**config.mk**
```make
export PLATFORM = sky130hd
export DESIGN_NAME = ssb_cell
export DESIGN_NICKNAME = d
export VERILOG_FILES = /design/src/design/ssb_pkg.sv /design/src/design/ssb_cell.sv
export SDC_FILE = /design/constraint.sdc
export NUM_CORES = 1
export LEC_CHECK = 0
export BUFFER_PORTS_ARGS = -buffer_cell sky130_fd_sc_hd__buf_2
export CAP_MARGIN = 20
export CORE_ASPECT_RATIO = 1.2
export CORE_UTILIZATION = 53
export DETAILED_ROUTE_END_ITERATION = 8
export GPL_TIMING_DRIVEN = 0
export HOLD_SLACK_MARGIN = 0.12
export PLACE_DENSITY = 0.92
export SLEW_MARGIN = 25
export SYNTH_ARGS = -nofsm -noshare
export SYNTH_HDL_FRONTEND = slang
export SYNTH_SLANG_ARGS = --single-unit
```
**constraint.sdc**
```tcl
create_clock -name i_clk -period 11.2 [get_ports i_clk]
set_clock_uncertainty 0.2 [all_clocks]
set_input_delay 1.12 -clock i_clk [delete_from_list [all_inputs] [get_ports i_clk]]
set_output_delay 1.12 -clock i_clk [all_outputs]
set_load 0.02 [all_outputs]
```
**src/design/ssb_pkg.sv**
```systemverilog
`timescale 1ns / 1ps
// ============================================================================
// ssb_pkg
// Shared types, constants and ordering functions for the sprite sort batcher.
// ============================================================================
package ssb_pkg;

    // Capacity and fixed field widths.
    localparam int MAX_GLYPHS_DEF = 64;
    localparam int IDX_W          = 6;
    localparam int TEX_W          = 32;
    localparam int DEPTH_W        = 32;
    localparam int VTX_W          = 9;
    localparam int MODE_W         = 2;
    localparam logic [VTX_W-1:0] VERTS_PER_GLYPH = VTX_W'(6);

    // Sort mode codes.
    localparam logic [MODE_W-1:0] MODE_DEPTH_DESC = 2'd0;
    localparam logic [MODE_W-1:0] MODE_DEPTH_ASC  = 2'd1;
    localparam logic [MODE_W-1:0] MODE_TEXTURE    = 2'd2;
    localparam logic [MODE_W-1:0] MODE_UNUSED     = 2'd3;
    localparam logic [MODE_W-1:0] MODE_RESET      = MODE_TEXTURE;

    // Input beat.
    typedef struct packed {
        logic [TEX_W-1:0]   texture_id;
        logic [DEPTH_W-1:0] depth_bits;
        logic               last_sprite;
    } t_sprite;

    // Result beat.
    typedef struct packed {
        logic [IDX_W-1:0] sprite_index;
        logic [TEX_W-1:0] texture_out;
        logic [VTX_W-1:0] vertex_offset;
        logic             batch_start;
        logic [VTX_W-1:0] batch_vertex_count;
        logic             overflow;
        logic             last_result;
    } t_result;

    // One stored sprite as it moves along the cell chain.
    typedef struct packed {
        logic [TEX_W-1:0]   texture;
        logic [DEPTH_W-1:0] depth;
        logic [IDX_W-1:0]   index;
    } t_entry;

    // Controls broadcast to every cell.
    typedef struct packed {
        logic              shift;
        logic              sort;
        logic              phase;
        logic [MODE_W-1:0] mode;
    } t_cell_ctl;

    // Controls for the result formatter.
    typedef struct packed {
        logic active;
        logic overflow;
    } t_emit_ctl;

    // Sequencer states.
    typedef enum logic [1:0] {
        S_IDLE,
        S_SORT,
        S_EMIT
    } t_state;

    // Map a raw IEEE single onto an unsigned total order.
    function automatic logic [DEPTH_W-1:0] depth_key(input logic [DEPTH_W-1:0] bits);
        logic [DEPTH_W-1:0] key;
        if (bits[DEPTH_W-1]) begin
            key = ~bits;
        end else begin
            key = bits | {1'b1, {(DEPTH_W-1){1'b0}}};
        end
        return key;
    endfunction

    // True when sprite a must be placed strictly before sprite b.
    function automatic logic goes_before(input logic [MODE_W-1:0] mode,
                                         input t_entry a, input t_entry b);
        logic res;
        unique case (mode)
            MODE_DEPTH_DESC: res = depth_key(a.depth) > depth_key(b.depth);
            MODE_DEPTH_ASC:  res = depth_key(a.depth) < depth_key(b.depth);
            MODE_TEXTURE:    res = a.texture < b.texture;
            MODE_UNUSED:     res = 1'b0;
            default:         res = 1'b0;
        endcase
        return res;
    endfunction

endpackage

```
**src/design/ssb_cell.sv**
```systemverilog
`timescale 1ns / 1ps
// ============================================================================
// ssb_cell
// One slot of the sorting chain: shifts sprites down while loading and
// emitting, and does odd-even compare-exchange with its neighbors while
// sorting.
// ============================================================================
module ssb_cell
    import ssb_pkg::*;
(
    input  logic      i_clk,
    input  logic      i_rst_n,
    input  t_cell_ctl i_ctl,
    input  logic      i_odd,
    input  logic      i_up_valid,
    input  t_entry    i_up_entry,
    input  logic      i_dn_swap,
    input  t_entry    i_dn_entry,
    output logic      o_valid,
    output t_entry    o_entry,
    output logic      o_swap_up
);

    logic   r_valid;
    t_entry r_entry;
    logic   n_valid;
    t_entry n_entry;

    // This cell is the lower half of an active pair and the upper sprite
    // must come strictly first: the two trade places.
    assign o_swap_up = i_ctl.sort && (i_odd == i_ctl.phase) && r_valid && i_up_valid
                       && goes_before(i_ctl.mode, i_up_entry, r_entry);

    // Next content of the slot.
    always_comb begin
        n_valid = r_valid;
        n_entry = r_entry;
        priority if (i_ctl.shift) begin
            n_valid = i_up_valid;
            n_entry = i_up_entry;
        end else if (o_swap_up) begin
            n_entry = i_up_entry;
        end else if (i_dn_swap) begin
            n_entry = i_dn_entry;
        end else begin
            n_entry = r_entry;
        end
    end

    // Valid bit is control state; the payload needs no reset.
    always_ff @(posedge i_clk) begin
        if (!i_rst_n) begin
            r_valid <= 1'b0;
        end else begin
            r_valid <= n_valid;
        end
    end

    always_ff @(posedge i_clk) begin
        r_entry <= n_entry;
    end

    assign o_valid = r_valid;
    assign o_entry = r_entry;

endmodule

```
==> impl_metrics.py, run 1 <==
metrics = {
    "synth": {
        "synth_top_cell_by_area": "edfxtp_1",
        "syn_avg_cell_area_um2": 11.9,
        "syn_area_um2": 5150,
        "synth_area_leaders": "edfxtp_1, ha_1, mux2_2",
        "syn_inst": 431,
        "synth_flop_cell": "edfxtp_1",
        "synth_cell_types": 40,
        "yosysMostFrequentCell": "edfxtp_1",
        "synth_fp_nets": 644,
        "synth_top_area_share_pct": 40.8,
        "yosys-top-cells-count": "edfxtp_1, mux2_2, ha_1, inv_1, xnor2_1",
        "ys_seq_area_share_pct": 41.2,
        "yosysWarnings": 0,
        "synth_edf_count": 70,
        "synth-seq-cells": 71,
        "synthArstFlopShare_pct": 0,
    },
    "grt": {
        "grt_pass1_wl_mm": 20.3,
        "grt_pass1_vias": 4416,
        "overflow": 0,
        "grt_max_degree": 37,
        "groute.usage.overall_pct": 26.4,
        "grt_antenna_before_repair": 1,
    },
    "setup_path": {
        "slowest_stage": "or4_1",
        "critPathLaunchType": "input pin",
        "worstRegToRegCells": 13,
        "critPathMaxStageDelay_ns": 0.64,
        "crit_arrival_ns": 4.44,
        "worstSetupPathType": "input pin to output pin",
        "r2r_end": "o_entry[62]",
        "worst_setup_path_end_kind": "output pin",
        "r2r_start": "o_entry[37]",
        "required_ns": 9.88,
        "r2r_slack_ns": 6.39,
        "crit_fanout": 10,
        "crit_chain": "clkbuf_1 > buf_1 > xor2_1 > ha_1 > nand4_1 > or4_1 > a21o_1 > a311oi_2 > o21bai_1 > o21ba_2 > buf_2",
    },
    "layout": {
        "drive_above_1_share_pct": 46.9,
        "area_growth_pct": 30.6,
        "final_cells": 792,
        "nNetsFinal": 876,
        "fillers": 674,
    },
    "floorplan": {
        "core-area_um2": 9470,
        "die-area_um2": 10100,
        "pin_count": 222,
        "die_y_um": 110,
        "die_w_um": 92.0,
        "rows": 39,
        "initial_utilization_pct": 54.4,
    },
    "sta": {
        "setup_violations": 0,
        "fin_tns_setup_ns": 0,
        "layout_min_cycle_time_ns": 5.76,
        "final_hold_viol_count": 0,
        "finalCritPeriodShare_pct": 51.4,
        "drv_slew": 0,
        "tightest_slew_ns": 0.756,
        "rsz0062_at_grt": "no",
        "relSlewSlack_pct": 49.6,
        "clock.fmax_mhz": 174,
    },
    "routing": {
        "dr.pass1.iters": 4,
        "antenna_left": 0,
        "drc": 0,
        "vias": 4240,
        "wire_per_inst_um": 17.1,
        "wl_mm": 13.5,
        "viasPerCell": 5.35,
        "drtIter0Drc": 163,
    },
    "clock_network": {
        "cts_tree": "done",
        "h-tree-depth": 3,
        "insertion_delay_ns": 0.34,
        "cts_hold_buf": 0,
        "cts_made_buffers": 9,
        "clock_sinks": 71,
        "path_clk_slew_ns": 0.06,
        "cts-root-buf": "clkbuf_16",
        "post_cts_buffers": 0,
        "cts_resized": 0,
        "clk_path_buf_depth": 2,
    },
    "pwr": {
        "ir_drop_mv": 0.0942,
        "p_leak_nw": 3.13,
        "p_per_area_nw_per_um2": 142,
    },
    "hold_path": {
        "holdPathStages": 2,
        "hold_end": "o_valid",
        "hp-start": "o_valid",
        "hp-class": "flop to flop",
    },
    "run_status": {
        "status": "complete, no violations",
    },
    "job": {
        "drv_cap": 0,
    },
    "placement": {
        "gp_congestion": 0.870,
        "post-dp-hpwl_mm": 10.9,
        "place_inst": 775,
        "port_buffers": 220,
    },
}
-- layout by cell type (no fill, tap or decap), drive strengths merged, types with 2 or more instances in the layout --
master    synthesis  routed
buf              13     234
edfxtp           70      70
mux2             70      70
ha               63      63
inv              34      34
xnor2            32      32
xor2             31      31
a21oi            24      24
nand2            17      17
o21ai            13      13
nand4            11      11
nor2             11      11
clkbuf            2      11
a21o              4       4
nand3             4       4
nand2b            4       4
clkinv            0       4
a211oi            3       3
nor2b             3       3
nor3              2       2
o211ai            2       2
clkinvlp          0       2
-- per-layer routing --
| layer | GRT usage, % | part of all wire (%) | up-vias |
|---|---|---|---|
| met3 | 4.94 | 6.7 | 33 |
| met5 | 0 | 0 | - |
| li1 | - | - | 2045 |
| met2 | 49.9 | 54 | 195 |
| met1 | 28.0 | 36 | 1967 |
| met4 | 13.7 | 2.9 | 0 |
-- worst max-delay path by stage --
| stage | start | endpoint | slack [ns] | cells past startpoint |
|---|---|---|---|---|
| 2_1_floorplan | i_up_entry[37] | o_entry[0] | 5.15 | 12 |
| 3_3_place_gp | i_up_entry[37] | o_entry[15] | 3.90 | 12 |
| 3_5_place_dp | i_up_entry[37] | o_swap_up | 5.46 | 11 |
| 4_1_cts | i_up_entry[37] | o_swap_up | 5.44 | 11 |
| 5_1_grt | i_up_entry[37] | o_swap_up | 5.28 | 11 |
| 6_report | i_up_entry[37] | o_swap_up | 5.44 | 11 |
-- cells by family after synthesis --
| group | synth area share (%) |
|---|---|
| AOI/OAI and AO/OA | 7.34 |
| xor gates and xnor gates | 10.7 |
| adders and majority gates | 15.3 |
| buffers and inverters | 4.59 |
| DFF | 41.2 |
| muxes | 15.5 |
| and+or+nand+nor | 5.32 |
-- worst max-delay path, delay by kind of cell --
family / cells / cell delay [ns]
fa+ha+maj: 1 / 0.36
xor+xnor: 1 / 0.18
compound gates: 4 / 0.92
simple gates: 2 / 0.79
buf+inv: 3 / 1.07
-- metrics by stage --
stage	setup slack [ns]	utilization (%)	hold slack (ns)	cell area (um^2)	total power (W)
floorplan	5.15	-	0.401	5150	0.000567
global placement	3.90	67.6	0.389	6400	0.000655
detailed placement	5.46	67.9	0.435	6430	0.000673
CTS	5.44	71.0	0.444	6720	0.000958
global route	5.28	71.0	0.458	6720	0.00100
finish	5.44	71.0	0.443	6720	0.000953
-- where the power goes --
part / switching, W / internal [W]
logic: 0.000177 / 0.000143
clock network: 0.000112 / 0.000170
registers: 0.0000173 / 0.000333
total: 0.000307 / 0.000646
-- cell type report --
| type | count | area, um^2 | share of cell area, % |
|---|---|---|---|
| clock inverters | 7 | 63.8 | 0.949 |
| inverters | 34 | 128 | 1.90 |
| diodes | 1 | 2.50 | 0.0372 |
| clock buffers | 9 | 225 | 3.35 |
| repair buffers | 221 | 1120 | 16.7 |
| multi-input cells | 311 | 2800 | 41.6 |
| flip-flops and latches | 71 | 2120 | 31.6 |
| plain buffers | 15 | 109 | 1.62 |
| well taps | 123 | 154 | 2.29 |
-- flip-flops by register name, indices dropped and copies added (netlist names) --
register and count:
o_valid 1, o_entry 70
Note: power is estimated with default switching activity, not from simulation.
==> inputs of run 2 (changes only) <==
CORE_UTILIZATION = 49   (was 53)
PLACE_DENSITY = 0.86   (was 0.92)
clock period = 5.45 ns   (was 11.2 ns; I/O delays follow)
==> impl_metrics.py, run 2 (synthesis results as in run 1) <==
metrics = {
    "sta": {
        "finalCritPeriodShare_pct": 88.3,
        "relSlewSlack_pct": 50.2,
        "drv_slew": 0,
        "setup_violations": 0,
        "clock.fmax_mhz": 208,
        "final_hold_viol_count": 0,
        "worst_slack_ns": 0.637,
        "rsz0062_at_grt": "no",
        "tightest_slew_ns": 0.747,
        "fin_tns_setup_ns": 0,
        "layout_min_cycle_time_ns": 4.81,
    },
    "layout": {
        "drive_above_1_share_pct": 46.6,
        "nNetsFinal": 876,
        "n_antenna_cell": 0,
        "largest_reg_flops": 70,
        "final_cell_mix": "buf_2, edfxtp_1, mux2_2, ha_1, inv_1",
        "fillers": 809,
        "final_cells": 794,
        "final_common_cell": "buf_2",
        "area_growth_pct": 30.6,
    },
    "setup_path": {
        "crit_chain": "clkbuf_1 > buf_1 > xnor2_1 > ha_1 > nand4_1 > or4_1 > a21o_1 > a311oi_2 > o21bai_1 > o2bb2ai_4 > buf_6 > nand2b_4 > buf_12",
        "r2r_end": "o_entry[10]",
        "crit_arrival_ns": 4.63,
        "crit_fanout": 39,
        "worstSetupPathType": "flop to flop",
        "worst_setup_path_end_kind": "flop",
        "critPathLaunchType": "flop",
        "r2r_start": "o_entry[37]",
        "required_ns": 5.26,
        "r2r_slack_ns": 0.64,
        "slowest_stage": "or4_1",
        "critPathMaxStageDelay_ns": 0.60,
        "worstRegToRegCells": 13,
    },
    "routing": {
        "drc": 0,
        "dr.pass1.iters": 5,
        "viasPerCell": 5.28,
        "wl_mm": 13.3,
        "antenna_left": 0,
        "vias": 4189,
        "wire_per_inst_um": 16.7,
        "drtIter0Drc": 142,
    },
    "floorplan": {
        "core-area_um2": 10100,
        "die_w_um": 95.6,
        "pin_count": 222,
        "rows": 40,
        "die_y_um": 114,
        "die-area_um2": 10900,
        "initial_utilization_pct": 50.9,
    },
    "grt": {
        "met1_usage_pct": 27.5,
        "grt_pass1_vias": 4499,
        "grt_use_met2_pct": 45.4,
        "grt.met3_usage_pct": 6.64,
        "top_usage_layer": "met2",
        "overflow": 0,
        "groute.usage.overall_pct": 24.9,
        "grt_max_degree": 40,
        "grt_antenna_before_repair": 0,
        "grt_pass1_wl_mm": 20.7,
    },
    "clock_network": {
        "cts-root-buf": "clkbuf_16",
        "post_cts_buffers": 0,
        "path_clk_slew_ns": 0.06,
        "cts_made_buffers": 9,
        "cts_tree": "done",
        "clock_sinks": 71,
        "h-tree-depth": 3,
        "insertion_delay_ns": 0.33,
        "clk_path_buf_depth": 2,
        "cts_resized": 0,
        "cts_hold_buf": 0,
    },
    "placement": {
        "pre_cts_slack_ns": 0.310,
        "port_buffers": 220,
        "gp_congestion": 0.826,
        "place_inst": 778,
        "post-dp-hpwl_mm": 10.8,
    },
    "job": {
        "drv_cap": 0,
    },
    "hold_path": {
        "hp-start": "i_rst_n",
        "holdPathStages": 2,
        "hold_end": "o_valid",
        "hp-class": "input pin to flop",
    },
    "run_status": {
        "status": "complete, no violations",
    },
    "pwr": {
        "ir_drop_mv": 0.170,
        "p_per_area_nw_per_um2": 291,
        "p_leak_nw": 3.13,
    },
}
run 2: cell types whose count changed in the layout (fill, tap and decap cells not counted), sizes merged:
cell      change
clkinvlp      -1
diode         -1
inv           +1
run 2: worst max path at each step:
stage,cells after the start,from,endpoint,slack (ns)
after floorplan,12,i_up_entry[37],o_entry[0],0.76
after global placement,12,i_up_entry[37],o_entry[17],-0.33
after detailed placement,13,i_up_entry[37],o_entry[17],0.31
after CTS,13,o_entry[37],o_entry[10],0.58
after global routing,13,o_entry[37],o_entry[10],0.32
final,13,o_entry[37],o_entry[10],0.64
run 2: power breakdown:
part,switching (W),internal (W)
Combinational,0.000360,0.000293
Clock,0.000235,0.000351
Sequential,0.0000357,0.000683
Total,0.000630,0.00133
run 2: worst max-delay path, delay by kind of cell, from the launching register on:
kind / cells / cell delay, ns
buffers and inverters: 4 / 1.30
AND/OR/NAND/NOR: 3 / 1.11
AO/OA/AOI/OAI: 4 / 0.95
flip-flops: 1 / 0.37
adder cells (fa/ha/maj): 1 / 0.35
XOR/XNOR: 1 / 0.18
run 2: final cells by class:
cell class	count	area [um^2]	share of cell area [%]
multi-input cells	311	2800	41.6
clock inverters	7	62.6	0.931
well taps	126	158	2.35
clock buffers	9	225	3.35
repair buffers	221	1120	16.7
flip-flops and latches	71	2120	31.6
plain buffers	15	109	1.62
inverters	34	128	1.90
run 2: through the flow:
stage	total power (W)	hold WS (ns)	util [%]	area (um^2)
detailed placement	0.00138	0.341	63.7	6430
global placement	0.00135	0.329	63.4	6410
floorplan	0.00116	0.401	-	5150
finish	0.00196	0.231	66.5	6720
global route	0.00206	0.258	66.5	6720
CTS	0.00197	0.233	66.5	6720
run 2: routing by layer:
| metal | vias to the layer above | wire, um | part of all wire (%) |
|---|---|---|---|
| met5 | - | 0 | 0 |
| met4 | 0 | 250 | 1.9 |
| met3 | 24 | 882 | 6.6 |
| met2 | 156 | 6920 | 52 |
| met1 | 1966 | 5240 | 39 |
| li1 | 2043 | - | - |
