`config.mk`:
```
export PLATFORM = sky130hd
export DESIGN_NAME = ssb_out
export DESIGN_NICKNAME = d
export VERILOG_FILES = /design/src/design/ssb_pkg.sv /design/src/design/ssb_out.sv
export SDC_FILE = /design/constraint.sdc
export NUM_CORES = 1
export LEC_CHECK = 0
export BUFFER_PORTS_ARGS = -buffer_cell sky130_fd_sc_hd__buf_2
export CORE_ASPECT_RATIO = 0.5
export CORE_UTILIZATION = 50
export DETAILED_ROUTE_END_ITERATION = 8
export PLACE_DENSITY = 0.86
export SYNTH_ARGS = -nofsm -noshare
export SYNTH_HDL_FRONTEND = slang
export SYNTH_SLANG_ARGS = --single-unit
export TNS_END_PERCENT = 100
```
`constraint.sdc`:
```
create_clock -name i_clk -period 7.9 [get_ports i_clk]
set_input_delay 0.395 -clock i_clk [delete_from_list [all_inputs] [get_ports i_clk]]
set_output_delay 0.395 -clock i_clk [all_outputs]
set_load 0.02 [all_outputs]
```
`src/design/ssb_pkg.sv`:
```
`timescale 1ns / 1ps
// ============================================================================
// ssb_pkg
// Shared types, constants and ordering functions for the sprite sort batcher.
// ============================================================================
package ssb_pkg;

    // Capacity and fixed field widths.
    localparam int MAX_GLYPHS_DEF = 64;
    localparam int IDX_W          = 6;
    localparam int TEX_W          = 32;
    localparam int DEPTH_W        = 32;
    localparam int VTX_W          = 9;
    localparam int MODE_W         = 2;
    localparam logic [VTX_W-1:0] VERTS_PER_GLYPH = VTX_W'(6);

    // Sort mode codes.
    localparam logic [MODE_W-1:0] MODE_DEPTH_DESC = 2'd0;
    localparam logic [MODE_W-1:0] MODE_DEPTH_ASC  = 2'd1;
    localparam logic [MODE_W-1:0] MODE_TEXTURE    = 2'd2;
    localparam logic [MODE_W-1:0] MODE_UNUSED     = 2'd3;
    localparam logic [MODE_W-1:0] MODE_RESET      = MODE_TEXTURE;

    // Input beat.
    typedef struct packed {
        logic [TEX_W-1:0]   texture_id;
        logic [DEPTH_W-1:0] depth_bits;
        logic               last_sprite;
    } t_sprite;

    // Result beat.
    typedef struct packed {
        logic [IDX_W-1:0] sprite_index;
        logic [TEX_W-1:0] texture_out;
        logic [VTX_W-1:0] vertex_offset;
        logic             batch_start;
        logic [VTX_W-1:0] batch_vertex_count;
        logic             overflow;
        logic             last_result;
    } t_result;

    // One stored sprite as it moves along the cell chain.
    typedef struct packed {
        logic [TEX_W-1:0]   texture;
        logic [DEPTH_W-1:0] depth;
        logic [IDX_W-1:0]   index;
    } t_entry;

    // Controls broadcast to every cell.
    typedef struct packed {
        logic              shift;
        logic              sort;
        logic              phase;
        logic [MODE_W-1:0] mode;
    } t_cell_ctl;

    // Controls for the result formatter.
    typedef struct packed {
        logic active;
        logic overflow;
    } t_emit_ctl;

    // Sequencer states.
    typedef enum logic [1:0] {
        S_IDLE,
        S_SORT,
        S_EMIT
    } t_state;

    // Map a raw IEEE single onto an unsigned total order.
    function automatic logic [DEPTH_W-1:0] depth_key(input logic [DEPTH_W-1:0] bits);
        logic [DEPTH_W-1:0] key;
        if (bits[DEPTH_W-1]) begin
            key = ~bits;
        end else begin
            key = bits | {1'b1, {(DEPTH_W-1){1'b0}}};
        end
        return key;
    endfunction

    // True when sprite a must be placed strictly before sprite b.
    function automatic logic goes_before(input logic [MODE_W-1:0] mode,
                                         input t_entry a, input t_entry b);
        logic res;
        unique case (mode)
            MODE_DEPTH_DESC: res = depth_key(a.depth) > depth_key(b.depth);
            MODE_DEPTH_ASC:  res = depth_key(a.depth) < depth_key(b.depth);
            MODE_TEXTURE:    res = a.texture < b.texture;
            MODE_UNUSED:     res = 1'b0;
            default:         res = 1'b0;
        endcase
        return res;
    endfunction

endpackage

```
`src/design/ssb_out.sv`:
```
`timescale 1ns / 1ps
// ============================================================================
// ssb_out
// Result formatter: turns the sprite leaving the bottom of the chain into a
// result beat with vertex offset, batch start and batch vertex count.
// ============================================================================
module ssb_out
    import ssb_pkg::*;
(
    input  logic             i_clk,
    input  logic             i_rst_n,
    input  t_emit_ctl        i_ctl,
    input  logic             i_cur_valid,
    input  t_entry           i_cur,
    input  logic             i_next_valid,
    input  logic [TEX_W-1:0] i_next_tex,
    output logic             o_strobe,
    output t_result          o_result
);

    logic             r_seen;
    logic [TEX_W-1:0] r_prev_tex;
    logic [VTX_W-1:0] r_offset;
    logic [VTX_W-1:0] r_run_verts;
    logic             r_strobe;
    t_result          r_result;

    logic             w_fire;
    logic             w_start;
    logic             w_final;
    logic [VTX_W-1:0] w_run_verts;

    // Batch boundaries: first sprite, or a change of texture on either side.
    assign w_fire      = i_ctl.active && i_cur_valid;
    assign w_start     = !r_seen || (i_cur.texture != r_prev_tex);
    assign w_final     = !i_next_valid || (i_next_tex != i_cur.texture);
    assign w_run_verts = w_start ? VERTS_PER_GLYPH : VTX_W'(r_run_verts + VERTS_PER_GLYPH);

    // Running counters, cleared between loads.
    always_ff @(posedge i_clk) begin
        if (!i_rst_n) begin
            r_seen   <= 1'b0;
            r_strobe <= 1'b0;
        end else begin
            r_strobe <= w_fire;
            if (!i_ctl.active) begin
                r_seen <= 1'b0;
            end else if (w_fire) begin
                r_seen <= 1'b1;
            end
        end
    end

    always_ff @(posedge i_clk) begin
        if (!i_ctl.active) begin
            r_offset <= '0;
        end else if (w_fire) begin
            r_offset    <= VTX_W'(r_offset + VERTS_PER_GLYPH);
            r_run_verts <= w_run_verts;
            r_prev_tex  <= i_cur.texture;
        end
    end

    // Registered result beat.
    always_ff @(posedge i_clk) begin
        if (w_fire) begin
            r_result.sprite_index       <= i_cur.index;
            r_result.texture_out        <= i_cur.texture;
            r_result.vertex_offset      <= r_offset;
            r_result.batch_start        <= w_start;
            r_result.batch_vertex_count <= w_final ? w_run_verts : '0;
            r_result.overflow           <= i_ctl.overflow;
            r_result.last_result        <= !i_next_valid;
        end
    end

    assign o_strobe = r_strobe;
    assign o_result = r_result;

endmodule

```
==> flow_summary.json, run 1 <==
{
  "p_per_area_mw_per_mm2": 224,
  "core_area_mm2": 0.00670,
  "cts-resized-gates": 0,
  "gp_congestion": 0.831,
  "die_area_mm2": 0.00729,
  "drive_above_1_share": 0.399,
  "r2r-start": "o_result[49]",
  "yosysSeqAreaShare": 0.638,
  "syn-num-nets": 358,
  "grt_pass1_wl_mm": 11.1,
  "clkTransAtPathRegs_ps": 60,
  "ir_worst_vdd_v": 0.000129,
  "ctsLongestPathBuffers": 2,
  "grt_pass1_vias": 2378,
  "io_buffers": 134,
  "outcome": "finished clean",
  "layout.nets": 501,
  "drtIter0Drc": 224,
  "period_minus_slack_ps": 2330,
  "root_buffer": "clkbuf_16",
  "p_int_mw": 0.786,
  "grt-ovfl-total": 0,
  "synth.cell_area_mm2": 0.00346,
  "min_from": "i_ctl[0]",
  "wl_per_cell_um": 15.3,
  "routed_wl_mm": 7.48,
  "final.period_utilization": 0.294,
  "syn_area_per_cell_um2": 14.0,
  "total_power_mw": 1.02,
  "r2r-end": "o_result[11]",
  "drv_slew": 0,
  "vias": 2464,
  "tightestPinTransition_ps": 836,
  "max-slew-margin-rel": 0.443,
  "die_h_um": 60.9,
  "worstPathRequired_ps": 7970,
  "synth_cell_type_count": 33,
  "setup_viol": 0,
  "endpoint_kind": "flop",
  "p_seq_frac": 0.469,
  "dr.pass1.iters": 4,
  "cts_tree": "built",
  "whs_path_depth": 1,
  "clock_power_share": 0.416,
  "htreeDepth": 3,
  "ys.warnings.count": 0,
  "clk_latency_ps": 330,
  "synth-seq-cells": 77,
  "fillerInstances": 513,
  "leakage_nw": 1.84,
  "skew_ps": 4.28,
  "whs_endpoint": "o_result[1]",
  "hold_violations": 0,
  "switchingPower_mw": 0.232,
  "cts_setup_buffers": 0,
  "holdWs_ps": 244,
  "postRouteAntennaNets": 0,
  "hold_class": "in -> reg",
  "via_per_inst": 5.05,
  "antenna_cells": 0,
  "track_usage": 0.213,
  "dpl.hpwl_mm": 5.61,
  "critPathArrivalTime_ps": 2400,
  "grt_max_degree": 68,
  "cts_hold_repair.buffers": 0,
  "core.rowCount": 21,
  "area_delta_synth_final_pct": 31.1,
  "reg2reg_depth": 5,
  "switching_share": 0.228,
  "worstSetupPathType": "reg -> reg",
  "die_w_um": 120,
  "cts_sinks": 77,
  "numCtsBuffers": 9,
  "reg2reg_slack_ps": 5570,
  "pin_count": 168,
  "antenna_found_initial": 0,
  "rsz0062_at_grt": "no",
  "worstSetupStartpointType": "flop",
  "cp_max_fo": 19,
  "drc": 0,
  "syn_inst": 248,
  "power_frac_comb": 0.115,
  "tns_ps": 0,
  "crit_start": "o_result[49]",
  "max_freq_mhz": 430,
  "maxCapViolations": 0,
  "start_util": 0.517
}
[worst max-delay path: stages, from the launching register on]
cell and delay [ps]:
edfxtp_1 400, xnor2_1 230, nand4_1 140, nor4_2 320, nand4b_2 470, or3_1 520
[sequential cells by signal, summed over array words and instances, names as in the netlist]
| name | flops |
|---|---|
| r_prev_tex | 8 |
| r_seen | 1 |
| r_offset | 8 |
| o_strobe | 1 |
| r_run_verts | 9 |
| o_result | 50 |
[layout by cell type, fill, tap and decap left out, types with 2 or more instances in the layout]
master	count
clkinv_1	2
o211a_1	3
nand4_1	7
and2_1	5
o21ai_0	5
xor2_1	43
nor4_1	8
clkbuf_16	9
nor2_1	10
a21boi_0	2
o21ba_2	2
bufinv_16	2
nand3_1	4
or2_2	2
xnor2_1	30
nor3_1	6
clkinv_2	2
and3_1	2
inv_1	9
edfxtp_1	67
buf_2	134
dfxtp_1	10
ha_1	2
nand2_1	5
or3_1	12
[synthesized netlist by cell type]
cell	n	area, um^2
a2111oi_0	1	8.76
a2111oi_2	1	15.0
a21boi_0	2	15.0
and2_1	6	37.5
and3_1	2	12.5
buf_4	1	7.51
buf_6	1	11.3
clkbuf_1	1	3.75
conb_1	1	3.75
dfxtp_1	10	200
edfxtp_1	67	2010
ha_1	2	25.0
inv_1	9	33.8
nand2_1	5	18.8
nand3_1	4	20.0
nand4_1	7	43.8
nand4b_2	1	15.0
nor2_1	10	37.5
nor2b_1	1	6.26
nor3_1	6	30.0
nor3_2	1	10.0
nor3_4	1	16.3
nor4_1	8	50.1
nor4_2	1	12.5
o2111ai_1	1	8.76
o211a_1	3	30.0
o211ai_1	1	7.51
o21ai_0	5	25.0
o21ba_2	2	20.0
or2_2	2	12.5
or3_1	12	75.1
xnor2_1	30	263
xor2_1	43	377
[cell type report]
type	count	area (um^2)	area share
Sequential cell	77	2210	0.487
Multi-Input combinational cell	159	1200	0.264
Timing Repair Buffer	135	678	0.149
Clock buffer	10	229	0.0504
Tap cell	92	115	0.0253
Clock inverter	6	77.6	0.0171
Inverter	9	33.8	0.00744
[routing by layer]
| metal | GRT usage | up-vias | wire length, um |
|---|---|---|---|
| li1 | - | 1186 | - |
| met1 | 0.230 | 1173 | 2990 |
| met3 | 0.0667 | 22 | 310 |
| met5 | 0 | - | 0 |
| met4 | 0.134 | 0 | 260 |
| met2 | 0.382 | 83 | 3920 |
[kinds of logic after synthesis]
group           count (synthesis)  synth area share
flops                          77             0.638
xor+xnor                       73             0.185
fa+ha+maj                       2           0.00722
buf+inv                        12            0.0163
simple gates                   67             0.115
other cells                     1           0.00108
compound gates                 16            0.0376
[per-stage QoR]
| stage | worst slack (ps) | cells | utilization | cell area, um^2 |
|---|---|---|---|---|
| final | 5570 | 488 | 0.678 | 4540 |
| after global routing | 5440 | 488 | 0.678 | 4540 |
| after CTS | 5570 | 488 | 0.678 | 4540 |
| after detailed placement | 5460 | 472 | 0.632 | 4240 |
| after global placement | 5550 | 472 | 0.632 | 4240 |
| after floorplan | 4810 | 248 | - | 3460 |
[worst max-delay path by stage]
stage	endpoint	slack (ps)	cells past startpoint
floorplan	r_offset[8]	4810	4
global placement	o_result[11]	5550	6
detailed placement	o_result[11]	5460	5
CTS	o_result[11]	5570	5
global route	o_result[11]	5440	5
finish	o_result[11]	5570	5
[power groups by stage]
stage | registers, mW | clock network [mW] | logic, mW
floorplan | 0.507 | 0 | 0.0415
global placement | 0.484 | 0 | 0.114
detailed placement | 0.485 | 0 | 0.117
CTS | 0.477 | 0.428 | 0.118
global route | 0.479 | 0.449 | 0.127
finish | 0.477 | 0.423 | 0.117
Power figures use the tool's default switching activity.
==> inputs of run 2 (changes only) <==
--- a/config.mk
+++ b/config.mk
@@ -5,11 +5,12 @@
 export SDC_FILE = /design/constraint.sdc
 export NUM_CORES = 1
 export LEC_CHECK = 0
+export ABC_AREA = 1
 export BUFFER_PORTS_ARGS = -buffer_cell sky130_fd_sc_hd__buf_2
 export CORE_ASPECT_RATIO = 0.5
-export CORE_UTILIZATION = 50
+export CORE_UTILIZATION = 47
 export DETAILED_ROUTE_END_ITERATION = 8
-export PLACE_DENSITY = 0.86
+export PLACE_DENSITY = 0.8
 export SYNTH_ARGS = -nofsm -noshare
 export SYNTH_HDL_FRONTEND = slang
 export SYNTH_SLANG_ARGS = --single-unit
==> constraint.sdc (replaced) <==
create_clock -name i_clk -period 2.21 [get_ports i_clk]
set_input_delay 0.1105 -clock i_clk [delete_from_list [all_inputs] [get_ports i_clk]]
set_output_delay 0.1105 -clock i_clk [all_outputs]
set_load 0.02 [all_outputs]
==> run 2 against run 1 <==
Clock power rose to 3.1 times the previous value. Count of clock-buffer cells in the layout stayed put. Combinational power rose to 4.1 times the previous value. Routed wire length is 16% higher. Largest cell class unchanged. Non-clock buffer count grew 27.
==> flow_summary.json, run 2 <==
{
  "grt_max_degree": 39,
  "root_buffer": "clkbuf_16",
  "outcome": "finished clean",
  "track_usage": 0.223,
  "worstPathRequired_ps": 2270,
  "htreeDepth": 3,
  "cts_setup_buffers": 0,
  "ys.warnings.count": 0,
  "tns_ps": 0,
  "start_util": 0.495,
  "drc": 0,
  "drive_above_1_share": 0.266,
  "holdWs_ps": 7.01,
  "drtIter0Drc": 201,
  "cts_sinks": 77,
  "critPathArrivalTime_ps": 1880,
  "cts-resized-gates": 0,
  "ys_top_cells_by_area": "edfxtp_1, nand2_1, inv_1, dfxtp_1, nor2_1",
  "worstSetupStartpointType": "input pin",
  "synth_cell_type_count": 25,
  "maxCapViolations": 0,
  "syn_inst": 410,
  "area_delta_synth_final_pct": 35.8,
  "dr.pass1.iters": 5,
  "wl_per_cell_um": 12.6,
  "clkTransAtPathRegs_ps": 60,
  "ctsLongestPathBuffers": 2,
  "multiInputGateArea_mm2": 0.00118,
  "reg2reg_slack_ps": 450,
  "hold_violations": 0,
  "synth-seq-cells": 77,
  "fillerInstances": 617,
  "seq_area_mm2": 0.00221,
  "synth.cell_area_mm2": 0.00371,
  "die_h_um": 64.8,
  "whs_path_depth": 1,
  "routed_wl_mm": 8.71,
  "numCtsBuffers": 9,
  "period_minus_slack_ps": 1820,
  "grt_pass1_wl_mm": 13.8,
  "largest_reg_flops": 50,
  "cts_tree": "built",
  "core.rowCount": 22,
  "fin_ws_ps": 391,
  "min_from": "i_cur[67]",
  "reg2reg_depth": 8,
  "rsz0062_at_grt": "no",
  "cp_max_fo": 12,
  "vias": 3228,
  "final_common_cell": "buf_2",
  "die_area_mm2": 0.00827,
  "grt-ovfl-total": 0,
  "leakage_nw": 2.46,
  "postRouteAntennaNets": 0,
  "placed_area_mm2": 0.00451,
  "synth_top_area_cell": "edfxtp_1",
  "layout.nets": 691,
  "p_per_area_mw_per_mm2": 694,
  "final_cell_mix": "buf_2, nand2_1, inv_1, edfxtp_1, nor2_1",
  "ir_worst_vdd_v": 0.000424,
  "setup_viol": 0,
  "place_ws_ps": 435,
  "antenna_found_initial": 0,
  "final_cells": 694,
  "grt_pass1_vias": 3052,
  "antenna_cells": 0,
  "worstSetupPathType": "in -> reg",
  "io_buffers": 134,
  "r2r-end": "o_result[3]",
  "clk_latency_ps": 330,
  "pin_count": 168,
  "fin_area_mm2": 0.00504,
  "ys_async_sr_fraction": 0,
  "final.period_utilization": 0.823,
  "skew_ps": 5.91,
  "whs_endpoint": "o_result[50]",
  "synth_edf_count": 67,
  "syn-num-nets": 520,
  "drv_slew": 0,
  "endpoint_kind": "flop",
  "dp.cells": 652,
  "gp_congestion": 0.847,
  "core_area_mm2": 0.00749,
  "synthFlopType": "edfxtp_1",
  "syn_area_per_cell_um2": 9.05,
  "die_w_um": 128,
  "r2r-start": "o_result[30]",
  "hold_class": "in -> reg",
  "max_freq_mhz": 550,
  "yosysSeqAreaShare": 0.596,
  "yosysTopAreaCellShare": 0.543,
  "synth.most_common_cell": "nand2_1",
  "ys_top_cells_by_count": "nand2_1, inv_1, edfxtp_1",
  "dpl.hpwl_mm": 6.46,
  "via_per_inst": 4.65
}
[run 2: changes by cell type in the layout (fill, tap and decap cells not counted), sizes merged, moves of 8 or more]
cell / before / now
a21oi: 0 / 8
inv: 9 / 81
xnor2: 30 / 12
nor2: 10 / 52
o21ai: 5 / 26
nor4: 9 / 0
nand2: 5 / 117
or3: 12 / 0
xor2: 43 / 10
dlygate4sd3: 0 / 26
[run 2: how the worst max path moves through the flow]
stage / cells after the start / from / end / slack [ps]
6_report: 10 / i_cur[61] / o_result[3] / 390
5_1_grt: 12 / i_cur[64] / o_result[8] / 80
4_1_cts: 10 / i_cur[61] / o_result[3] / 390
3_3_place_gp: 7 / o_result[44] / o_result[7] / 480
2_1_floorplan: 2 / i_ctl[1] / o_result[0] / 250
3_5_place_dp: 6 / o_result[51] / o_result[3] / 430
[run 2: critical path, cell delays in order]
cell           delay [ps]
dlygate4sd3_1         530
buf_2                 140
inv_1                  60
nor2_1                 40
nor2_1                 80
nand2_1                50
nor3_1                150
nand3_1               150
nor2_2                420
a21oi_1               130
[run 2: per-layer routing]
layer  share of wire  up-vias  GRT usage
met5               0        -          0
met4           0.032        0      0.106
met3           0.058       26     0.0636
met2            0.50      111      0.389
met1            0.41     1455      0.257
li1                -     1636          -
[run 2: cells by family (layout without fill, tap and decap cells)]
logic type | Yosys count | in the layout | share of synthesized area
other cells | 1 | 1 | 0.00101
compound gates | 41 | 41 | 0.0614
simple gates | 187 | 187 | 0.198
flops | 77 | 77 | 0.596
buf+inv | 80 | 256 | 0.0840
xor+xnor | 22 | 22 | 0.0520
fa+ha+maj | 2 | 2 | 0.00675
[run 2: final cells by class]
class	instances	area share
Inverter	78	0.0581
Clock inverter	6	0.00720
Sequential cell	77	0.439
Tap cell	108	0.0268
Clock buffer	10	0.0455
Multi-Input combinational cell	253	0.235
Timing Repair Buffer	162	0.188
[run 2: metrics by stage]
step,utilization,total power [mW]
detailed placement,0.602,2.17
finish,0.673,3.49
global route,0.673,3.63
global placement,0.602,2.16
floorplan,-,1.98
CTS,0.673,3.52
[run 2: what timing repair did]
item | 4_1_cts | 5_1_grt
endpoints found under the setup margin | 0 | 0
hold buffers | 26 | 0
hold endpoints to repair | 26 | 0
[run 2: where the power goes]
part / switching (mW) / internal [mW] / total, mW
clock network: 0.554 / 0.758 / 1.31
logic: 0.287 / 0.196 / 0.483
registers: 0.0390 / 1.66 / 1.70
